## src/hdl/mhf_pkg.sv

```systemverilog
// mhf_pkg: shared widths, constants and CRC helper for the MAC hash filter builder.
// No dependencies; compiled first.
package mhf_pkg;

  localparam int ADDR_BYTES = 6;
  localparam int ADDR_W     = 8 * ADDR_BYTES;
  localparam int CRC_W      = 32;
  localparam int IDX_W      = 6;
  localparam int TABLE_W    = 1 << IDX_W;
  localparam int IDX_LSB    = 26;

  localparam logic [CRC_W-1:0] CRC_PRESET = 32'hFFFF_FFFF;
  localparam logic [CRC_W-1:0] CRC_POLY   = 32'hEDB8_8320;

  // func codes
  localparam logic FUNC_CLEAR = 1'b0;
  localparam logic FUNC_ADD   = 1'b1;

  typedef logic [IDX_W-1:0]   idx_t;
  typedef logic [TABLE_W-1:0] table_t;
  typedef logic [CRC_W-1:0]   crc_t;
  typedef logic [ADDR_W-1:0]  addr_t;

  // one byte of reflected CRC-32, LSB first
  function automatic crc_t crc_byte(input crc_t c_in, input logic [7:0] d);
    crc_t c;
    c = c_in ^ {24'd0, d};
    for (int b = 0; b < 8; b++) begin
      if (c[0]) begin
        c = (c >> 1) ^ CRC_POLY;
      end else begin
        c = c >> 1;
      end
    end
    return c;
  endfunction

endpackage

```

## src/hdl/mhf_if.sv

```systemverilog
// Channel interfaces for the MAC hash filter builder: address items in, table results out.
// Depends on mhf_pkg.
interface mhf_in_if;
  logic                 valid;
  logic                 ready;
  logic                 func;
  mhf_pkg::addr_t       mac_address;
  logic                 entry_valid;

  modport source (output valid, func, mac_address, entry_valid, input ready);
  modport sink   (input valid, func, mac_address, entry_valid, output ready);
endinterface

interface mhf_out_if;
  logic                 valid;
  logic                 ready;
  mhf_pkg::idx_t        hash_index;
  logic                 is_multicast;
  mhf_pkg::table_t      unicast_table;
  mhf_pkg::table_t      multicast_table;

  modport source (output valid, hash_index, is_multicast, unicast_table, multicast_table,
                  input ready);
  modport sink   (input valid, hash_index, is_multicast, unicast_table, multicast_table,
                  output ready);
endinterface

```

## src/hdl/mhf_crc.sv

```systemverilog
// mhf_crc: combinational reflected CRC-32 over the six address bytes, first byte first,
// as a chain of byte steps. Depends on mhf_pkg.
module mhf_crc (
  input  mhf_pkg::addr_t addr,
  output mhf_pkg::crc_t  crc
);
  import mhf_pkg::*;

  crc_t chain [ADDR_BYTES+1];

  assign chain[0] = CRC_PRESET;

  for (genvar i = 0; i < ADDR_BYTES; i++) begin : g_byte
    assign chain[i+1] = crc_byte(chain[i], addr[ADDR_W-1-8*i -: 8]);
  end

  assign crc = chain[ADDR_BYTES];

endmodule

```

## src/hdl/mac_hash_filter_builder.sv

```systemverilog
// Receive address hash table builder: one input register stage, CRC and table update,
// one result register. Depends on mhf_pkg, mhf_if.sv and mhf_crc.
//
// Each transfer on in_chan yields exactly one transfer on out_chan. A clear item zeroes
// both 64-bit tables; a valid add item hashes the 48-bit address (reflected CRC-32,
// bits 31..26) and sets that bit in the multicast table when the group bit of the first
// byte is set, else in the unicast table. Results show the tables after the item. One
// item per cycle is taken in steady state while out_chan.ready is high; result valid
// follows an input transfer through the input register, then the result register.
// in_chan.ready follows out_chan.ready combinationally through the two-stage pipeline.
module mac_hash_filter_builder (
  input  logic       clk,
  input  logic       rst_n,
  mhf_in_if.sink     in_chan,
  mhf_out_if.source  out_chan
);
  import mhf_pkg::*;

  // input stage
  logic  s1_valid_r;
  logic  s1_func_r;
  addr_t s1_addr_r;
  logic  s1_entry_r;

  // result stage
  logic   out_valid_r;
  idx_t   out_idx_r,  out_idx_nxt;
  logic   out_mc_r,   out_mc_nxt;

  // tables
  table_t uc_r, uc_nxt;
  table_t mc_r, mc_nxt;

  crc_t   crc;
  logic   s1_adv;
  logic   is_add;
  logic   group;
  idx_t   idx;

  assign s1_adv        = s1_valid_r && (!out_valid_r || out_chan.ready);
  assign in_chan.ready = !s1_valid_r || s1_adv;

  mhf_crc u_crc (
    .addr (s1_addr_r),
    .crc  (crc)
  );

  assign idx    = crc[IDX_LSB +: IDX_W];
  assign group  = s1_addr_r[ADDR_W-8];
  assign is_add = (s1_func_r == FUNC_ADD) && s1_entry_r;

  always_comb begin
    uc_nxt      = uc_r;
    mc_nxt      = mc_r;
    out_idx_nxt = '0;
    out_mc_nxt  = 1'b0;
    if (s1_func_r == FUNC_CLEAR) begin
      uc_nxt = '0;
      mc_nxt = '0;
    end else if (is_add) begin
      out_idx_nxt = idx;
      out_mc_nxt  = group;
      if (group) begin
        mc_nxt = mc_r | (table_t'(1) << idx);
      end else begin
        uc_nxt = uc_r | (table_t'(1) << idx);
      end
    end
  end

  always_ff @(posedge clk) begin
    if (!rst_n) begin
      s1_valid_r  <= 1'b0;
      out_valid_r <= 1'b0;
      uc_r        <= '0;
      mc_r        <= '0;
    end else begin
      if (in_chan.ready) begin
        s1_valid_r <= in_chan.valid;
      end
      if (s1_adv) begin
        out_valid_r <= 1'b1;
        uc_r        <= uc_nxt;
        mc_r        <= mc_nxt;
      end else if (out_chan.ready) begin
        out_valid_r <= 1'b0;
      end
    end
  end

  always_ff @(posedge clk) begin
    if (in_chan.valid && in_chan.ready) begin
      s1_func_r  <= in_chan.func;
      s1_addr_r  <= in_chan.mac_address;
      s1_entry_r <= in_chan.entry_valid;
    end
    if (s1_adv) begin
      out_idx_r <= out_idx_nxt;
      out_mc_r  <= out_mc_nxt;
    end
  end

  assign out_chan.valid           = out_valid_r;
  assign out_chan.hash_index      = out_idx_r;
  assign out_chan.is_multicast    = out_mc_r;
  assign out_chan.unicast_table   = uc_r;
  assign out_chan.multicast_table = mc_r;

endmodule

```

## src/flat_wrapper.sv

```systemverilog
// flat-port wrapper written by rule: the top's interface ports become plain ports
module mac_hash_filter_builder_flat import mhf_pkg::*;
  (clk, rst_n, in_chan_valid, in_chan_func, in_chan_mac_address, in_chan_entry_valid, in_chan_ready, out_chan_valid, out_chan_hash_index, out_chan_is_multicast, out_chan_unicast_table, out_chan_multicast_table, out_chan_ready);
  mhf_in_if in_chan_i ();
  mhf_out_if out_chan_i ();
  input  logic clk;
  input  logic rst_n;
  input wire logic [$bits(in_chan_i.valid)-1:0] in_chan_valid;
  input wire logic [$bits(in_chan_i.func)-1:0] in_chan_func;
  input wire logic [$bits(in_chan_i.mac_address)-1:0] in_chan_mac_address;
  input wire logic [$bits(in_chan_i.entry_valid)-1:0] in_chan_entry_valid;
  output wire logic [$bits(in_chan_i.ready)-1:0] in_chan_ready;
  output wire logic [$bits(out_chan_i.valid)-1:0] out_chan_valid;
  output wire logic [$bits(out_chan_i.hash_index)-1:0] out_chan_hash_index;
  output wire logic [$bits(out_chan_i.is_multicast)-1:0] out_chan_is_multicast;
  output wire logic [$bits(out_chan_i.unicast_table)-1:0] out_chan_unicast_table;
  output wire logic [$bits(out_chan_i.multicast_table)-1:0] out_chan_multicast_table;
  input wire logic [$bits(out_chan_i.ready)-1:0] out_chan_ready;
  assign in_chan_i.valid = in_chan_valid;
  assign in_chan_i.func = in_chan_func;
  assign in_chan_i.mac_address = in_chan_mac_address;
  assign in_chan_i.entry_valid = in_chan_entry_valid;
  assign in_chan_ready = in_chan_i.ready;
  assign out_chan_valid = out_chan_i.valid;
  assign out_chan_hash_index = out_chan_i.hash_index;
  assign out_chan_is_multicast = out_chan_i.is_multicast;
  assign out_chan_unicast_table = out_chan_i.unicast_table;
  assign out_chan_multicast_table = out_chan_i.multicast_table;
  assign out_chan_i.ready = out_chan_ready;
  mac_hash_filter_builder u_core (.clk(clk), .rst_n(rst_n), .in_chan(in_chan_i), .out_chan(out_chan_i));
endmodule
```

## config.mk

```make
export PLATFORM = sky130hd
export DESIGN_NAME = mac_hash_filter_builder_flat
export DESIGN_NICKNAME = d
export VERILOG_FILES = /design/src/hdl/mhf_pkg.sv /design/src/hdl/mhf_if.sv /design/src/hdl/mhf_crc.sv /design/src/hdl/mac_hash_filter_builder.sv /design/src/flat_wrapper.sv
export SDC_FILE = /design/constraint.sdc
export NUM_CORES = 1
export LEC_CHECK = 0
export BUFFER_PORTS_ARGS = -buffer_cell sky130_fd_sc_hd__clkbuf_2
export CORE_MARGIN = 2
export CORE_UTILIZATION = 35
export CTS_BUF_LIST = sky130_fd_sc_hd__clkbuf_16
export DETAILED_ROUTE_END_ITERATION = 8
export GPL_TIMING_DRIVEN = 0
export SKIP_CTS_REPAIR_TIMING = 1
export SYNTH_ARGS = -nofsm -noshare
export SYNTH_HDL_FRONTEND = slang
export SYNTH_SLANG_ARGS = --single-unit
export TNS_END_PERCENT = 10
```

## constraint.sdc

```tcl
create_clock -name clk -period 4.15 [get_ports clk]
set_input_delay 0.6225 -clock clk [delete_from_list [all_inputs] [get_ports clk]]
set_output_delay 0.6225 -clock clk [all_outputs]
set_load 0.01 [all_outputs]
```

Word level (Yosys, flattened, before mapping):

Cells that the tools add are included.

* bits in registers: 187
* input bits: 54
* output and inout bits: 137
* word-level logic and storage cells: 136

* equality and inequality tests: 3
* shift operators: 1
* multiplexer cells: 56
* bitwise operators: 56
* reductions and logical operators: 11

Operators by type and width (count)
* 32-bit two-way mux: 48
* 13-bit inverter with 14-bit output: 48
* 64-bit two-way mux: 6
* 32-bit by 8-bit bitwise XOR with 32-bit output: 5
* 64-bit bitwise OR: 2
* 1-bit by 6-bit left shift with 64-bit output (first input constant): 1
* 8-bit inverter with 32-bit output: 1
* 2-bit != test (second input constant): 3
* 3-bit AND reduction: 2
* 1-bit logical AND: 3
* 1-bit logical NOT: 2
* 1-bit logical OR: 2
* 1-bit two-way mux: 2
* 2-bit AND reduction: 1
* 2-bit nonzero test: 1

Depth between registers and ports, before layout:

* depth after elaboration: 107
* depth in mapped cells: 12
* gate-level depth less buffers: 9

Cells and area by module:

Synthesis repeated with hierarchy kept, for this count alone.

* cell total of the unflattened synthesis: 932
* area, all modules: 11175.7 um^2

Modules (own cells, without submodules)
* mac_hash_filter_builder: times used 1, cells an instance 557, area an instance 6506.2 um^2, sequential area each 4314.1 um^2
* mhf_crc: times used 1, cells an instance 375, area an instance 4669.5 um^2, sequential area each 0.0 um^2

Worst setup path after synthesis:

OpenSTA, ideal clock, no wires.

* kind: reg2reg
* from: register u_core.s1_addr_r[46]
* to: register u_core.uc_r[18], in the netlist u_core.out_chan.unicast_table[18]
* library setup time: 117 ps
* arrival time: 3425 ps
* data required time: 4033 ps
* path slack: 608 ps
* cell stages (with the launch flop): 13
* cells stage by stage: edfxtp_1 > buf_6 > xnor3_1 > xnor3_1 > xnor3_1 > xor2_1 > xnor3_2 > xnor3_2 > xnor2_2 > and2_1 > buf_4 > buf_6 > a22o_1

* word-level cells in the longest chain between the ends: 75
* elaborated cells between the ends (all ways): 100
* those cells by class: shift (1); mux (51); bitwise (48)

Ends and longest elaborated chain
* from (decl): line mac_hash_filter_builder.sv:22 `addr_t s1_addr_r;`
* from (signal assigned): line mac_hash_filter_builder.sv:94 `s1_addr_r <= in_chan.mac_address;`
* 8-bit inverter with 32-bit output (no line) (*)
* 13-bit inverter with 14-bit output (no line)
* 32-bit two-way mux (*) (8 in a row): line mhf_pkg.sv:29 `if (c[0]) begin`
* 32-bit by 8-bit bitwise XOR with 32-bit output (*): line mhf_pkg.sv:27 `c = c_in ^ {24'd0, d};`
* 32-bit two-way mux (*) (5 in a row): line mhf_pkg.sv:29
* 13-bit inverter with 14-bit output (no line) / 32-bit two-way mux (equally long branches)
* 32-bit two-way mux (*) (2 in a row): line mhf_pkg.sv:29
* 13-bit inverter with 14-bit output (no line) / 32-bit two-way mux (equally long branches)
* [... 47 more ...]
* 32-bit two-way mux (*): line mhf_pkg.sv:29
* 13-bit inverter with 14-bit output (no line) / 32-bit two-way mux (equally long branches)
* 32-bit two-way mux (*): line mhf_pkg.sv:29
* 1-bit by 6-bit left shift with 64-bit output (*): line mac_hash_filter_builder.sv:66 `uc_nxt = uc_r | (table_t'(1) << idx);`
* 64-bit bitwise OR (*): line mac_hash_filter_builder.sv:66
* 64-bit two-way mux (*): line mac_hash_filter_builder.sv:63 `if (group) begin`
* 64-bit two-way mux (*): line mac_hash_filter_builder.sv:60 `end else if (is_add) begin`
* 64-bit two-way mux (*): line mac_hash_filter_builder.sv:57 `if (s1_func_r == FUNC_CLEAR) begin`
* to (signal assigned): line mac_hash_filter_builder.sv:83 `uc_r <= uc_nxt;`
* to (decl): line mac_hash_filter_builder.sv:31 `table_t uc_r, uc_nxt;`

Every way passes the cells marked *; elsewhere a longest branch is shown, timed or not. The select of a mux whose other input is x is not followed.
A chain may end at the register's enable or synchronous reset.

Worst setup path in the final report:

* from: register u_core.s1_addr_r[41]
* to: register u_core.mc_r[4], in the netlist u_core.out_chan.multicast_table[4]

* word-level cells in the longest chain between the ends: 77
* elaborated cells between the ends (all ways): 104
* those cells by class: shift (1); mux (51); bitwise (52)

Ends and longest elaborated chain
* 8-bit inverter with 32-bit output (no line) (*)
* 32-bit two-way mux (*) (4 in a row): line mhf_pkg.sv:29
* 13-bit inverter with 14-bit output (no line) / 32-bit two-way mux (equally long branches)
* 32-bit two-way mux (*) (4 in a row): line mhf_pkg.sv:29
* 32-bit by 8-bit bitwise XOR with 32-bit output (*): line mhf_pkg.sv:27
* 32-bit two-way mux (*) (3 in a row): line mhf_pkg.sv:29
* 13-bit inverter with 14-bit output (no line) / 32-bit two-way mux (equally long branches)
* 32-bit two-way mux (*): line mhf_pkg.sv:29
* [... 53 more ...]
* 32-bit two-way mux (*): line mhf_pkg.sv:29
* 13-bit inverter with 14-bit output (no line)
* 32-bit two-way mux (*): line mhf_pkg.sv:29
* 1-bit by 6-bit left shift with 64-bit output (*): line mac_hash_filter_builder.sv:64 `mc_nxt = mc_r | (table_t'(1) << idx);`
* 64-bit bitwise OR (*): line mac_hash_filter_builder.sv:64
* 64-bit two-way mux (*): line mac_hash_filter_builder.sv:63
* 64-bit two-way mux (*): line mac_hash_filter_builder.sv:60
* 64-bit two-way mux (*): line mac_hash_filter_builder.sv:57
* to (signal assigned): line mac_hash_filter_builder.sv:84 `mc_r <= mc_nxt;`
* to (decl): line mac_hash_filter_builder.sv:32 `table_t mc_r, mc_nxt;`

Marks and branches as above.

==> results.yml <==
outcome:
  status: "finished, final reports clean"
route:
  via_per_inst: 4.70
  wl_um: 19700
  first_pass_iters: 5
  post_drt_wl_per_cell_um: 17.2
  drc: 0
  routed-via-count: 5363
  antenna_left: 0
  drtIter0Drc: 275
final_layout:
  postLayoutCoreUtil: 0.448
  antenna_cells: 0
  fill_cells: 2063
  fin_nets: 902
  area_delta_synth_final_pct: 24.9
  layout_common_cells: "clkbuf_2, dfxtp_1, nand2_1"
  mostFrequentLayoutCell: "clkbuf_2"
  layout-drive-gt1-share: 0.308
yosys:
  syn_area_per_cell_um2: 12.3
  syn-instance-count: 640
  async_flop_share: 0
  ys_ff_latch: 185
  syn-num-nets: 694
  ys_types: 38
  yosys.area.top_type: "dfxtp_1"
  synth_area_leaders: "dfxtp_1, edfxtp_1, xnor3_1"
  synth_flop_cell: "dfxtp_1"
  syn_area_um2: 7870
  synth_edf_count: 55
  ys_warn_count: 0
  ys_seq_area_frac: 0.540
  synthDominantCellAreaShare: 0.331
worst_setup_path:
  cp.arrival_ns: 4.31
  startpoint_type: "register"
  required_ns: 4.52
  crit_start: "u_core.s1_addr_r[41]$_DFFE_PP_"
  r2r-start: "u_core.s1_addr_r[41]$_DFFE_PP_"
  critPathMaxFanout: 10
  worstSetupEndpointType: "register"
  worst-setup-path-type: "reg -> reg"
timing:
  setup_viol: 0
  maxSlewHeadroom: 0.414
  worst_slack_ns: 0.206
  slew_violations: 0
  clock.fmax_mhz: 254
  hold_violations: 0
  rsz0062_at_grt: "no"
  finalCritPeriodShare: 0.950
  fin_tns_setup_ns: 0
  clock_skew_ns: 0.0156
  worst_pin_slew_ns: 0.870
  layout_min_cycle_time_ns: 3.94
clock_tree:
  cts_made_buffers: 17
  cts.sinks: 185
  clk_pin_slew_ns: 0.08
  cts_root_buf: "clkbuf_16"
  clockBufferDepth: 2
  htreeDepth: 4
  cts_tree: "done"
  clock_latency_ns: 0.43
floorplanning:
  ioPinCount: 191
  start_util: 0.359
  dieHeight_um: 154
  row_count: 54
  dieArea_um2: 23700
  fp.dieW_um: 154
  core-area_um2: 22000
global_routing:
  grt_pass1_vias: 5207
  antenna_found_initial: 0
  grt_max_degree: 41
  grt_usage: 0.168
  grt-ovfl-total: 0
  grt_pass1_wl_um: 30300
placement:
  port_buffers: 188
  hpwl_um: 14700
  gp_congestion: 0.822
  place_worst_setup_slack_ns: 0.0419
run:
  maxCapViolations: 0
min_path:
  hold_class: "in -> reg"
  min-delay-start: "in_chan_mac_address[21]"
cells in the mapped netlist, types with 2 or more instances:
master      n
dfxtp_1   130
nand2_1    91
a22o_1     64
o21ai_0    57
edfxtp_1   55
xnor2_1    53
xor2_1     31
xnor3_1    29
and2_1     21
clkbuf_1   17
nor2_1     11
buf_2      10
o21ai_1     8
nand3_1     7
xnor2_2     6
o31ai_1     5
nor4_1      4
xnor3_2     4
xor2_2      4
buf_4       3
nor3_1      3
xnor2_4     3
xor3_1      3
and2_0      2
buf_6       2
inv_1       2
nor2_2      2
nor2b_1     2
o21a_1      2
through the flow:
stage                     cell area, um^2  cells  hold WS, ns
after floorplan                      7870    640        0.472
after global placement               9160   1108        0.434
after detailed placement             9190   1109        0.444
after CTS                            9790   1140        0.345
after global routing                 9830   1140        0.342
final                                9830   1140        0.359
cell families after synthesis:
kind of cell,count (synthesis),share of synthesized area
and+or+nand+nor,149,0.0847
xor gates and xnor gates,134,0.232
DFF,185,0.540
AOI/OAI and AO/OA,138,0.122
buffers and inverters,34,0.0211
sequential cells by signal, summed over array words and instances, names as in the netlist:
register and cells:
u_core.s1_addr_r 46, u_core.s1_func_r 1, u_core.out_chan.multicast_table 64, u_core.s1_valid_r 1
u_core.out_chan.unicast_table 64, u_core.s1_entry_r 1, u_core.out_chan.hash_index 6, u_core.out_chan.valid 1
u_core.out_chan.is_multicast 1
path summary, 6_finish.rpt:
| kind | endpoint | slack [ns] | cells past startpoint |
|---|---|---|---|
| min reg2reg | u_core.out_chan.unicast_table[15]$_SDFFE_PN0P_ | 0.46 | 2 |
| min | u_core.s1_addr_r[21]$_DFFE_PP_ | 0.36 | 1 |
| max | u_core.out_chan.multicast_table[4]$_SDFFE_PN0P_ | 0.21 | 11 |
| max reg2reg | u_core.out_chan.multicast_table[4]$_SDFFE_PN0P_ | 0.21 | 11 |
worst max-delay path, cell delays in order (launching register included):
cell and delay (ns):
edfxtp_1 0.36, buf_4 0.19, xor3_1 0.51, xnor3_1 0.40
xnor3_2 0.44, xor2_2 0.22, xnor3_1 0.46, xnor2_2 0.42
and2_1 0.18, buf_2 0.27, and2_1 0.27, a22o_1 0.15
layer usage:
| layer | global-route usage | vias up | share of wire |
|---|---|---|---|
| met5 | 0 | - | 0 |
| met4 | 0.0632 | 0 | 0.024 |
| met3 | 0.0437 | 28 | 0.052 |
| met2 | 0.264 | 145 | 0.45 |
| met1 | 0.224 | 2535 | 0.47 |
| li1 | - | 2655 | - |
cell type report:
cell class / instances / area, um^2 / share of cell area
Sequential cell: 185 / 4250 / 0.433
Multi-Input combinational cell: 421 / 3490 / 0.355
Timing Repair Buffer: 189 / 961 / 0.0977
Clock buffer: 17 / 425 / 0.0433
Tap cell: 280 / 350 / 0.0356
Clock inverter: 14 / 175 / 0.0178
Buffer: 32 / 166 / 0.0169
Inverter: 2 / 7.51 / 0.000763
Power is not shown: default switching activity piles up to over one toggle a cycle in this logic, so the estimate is an artifact.
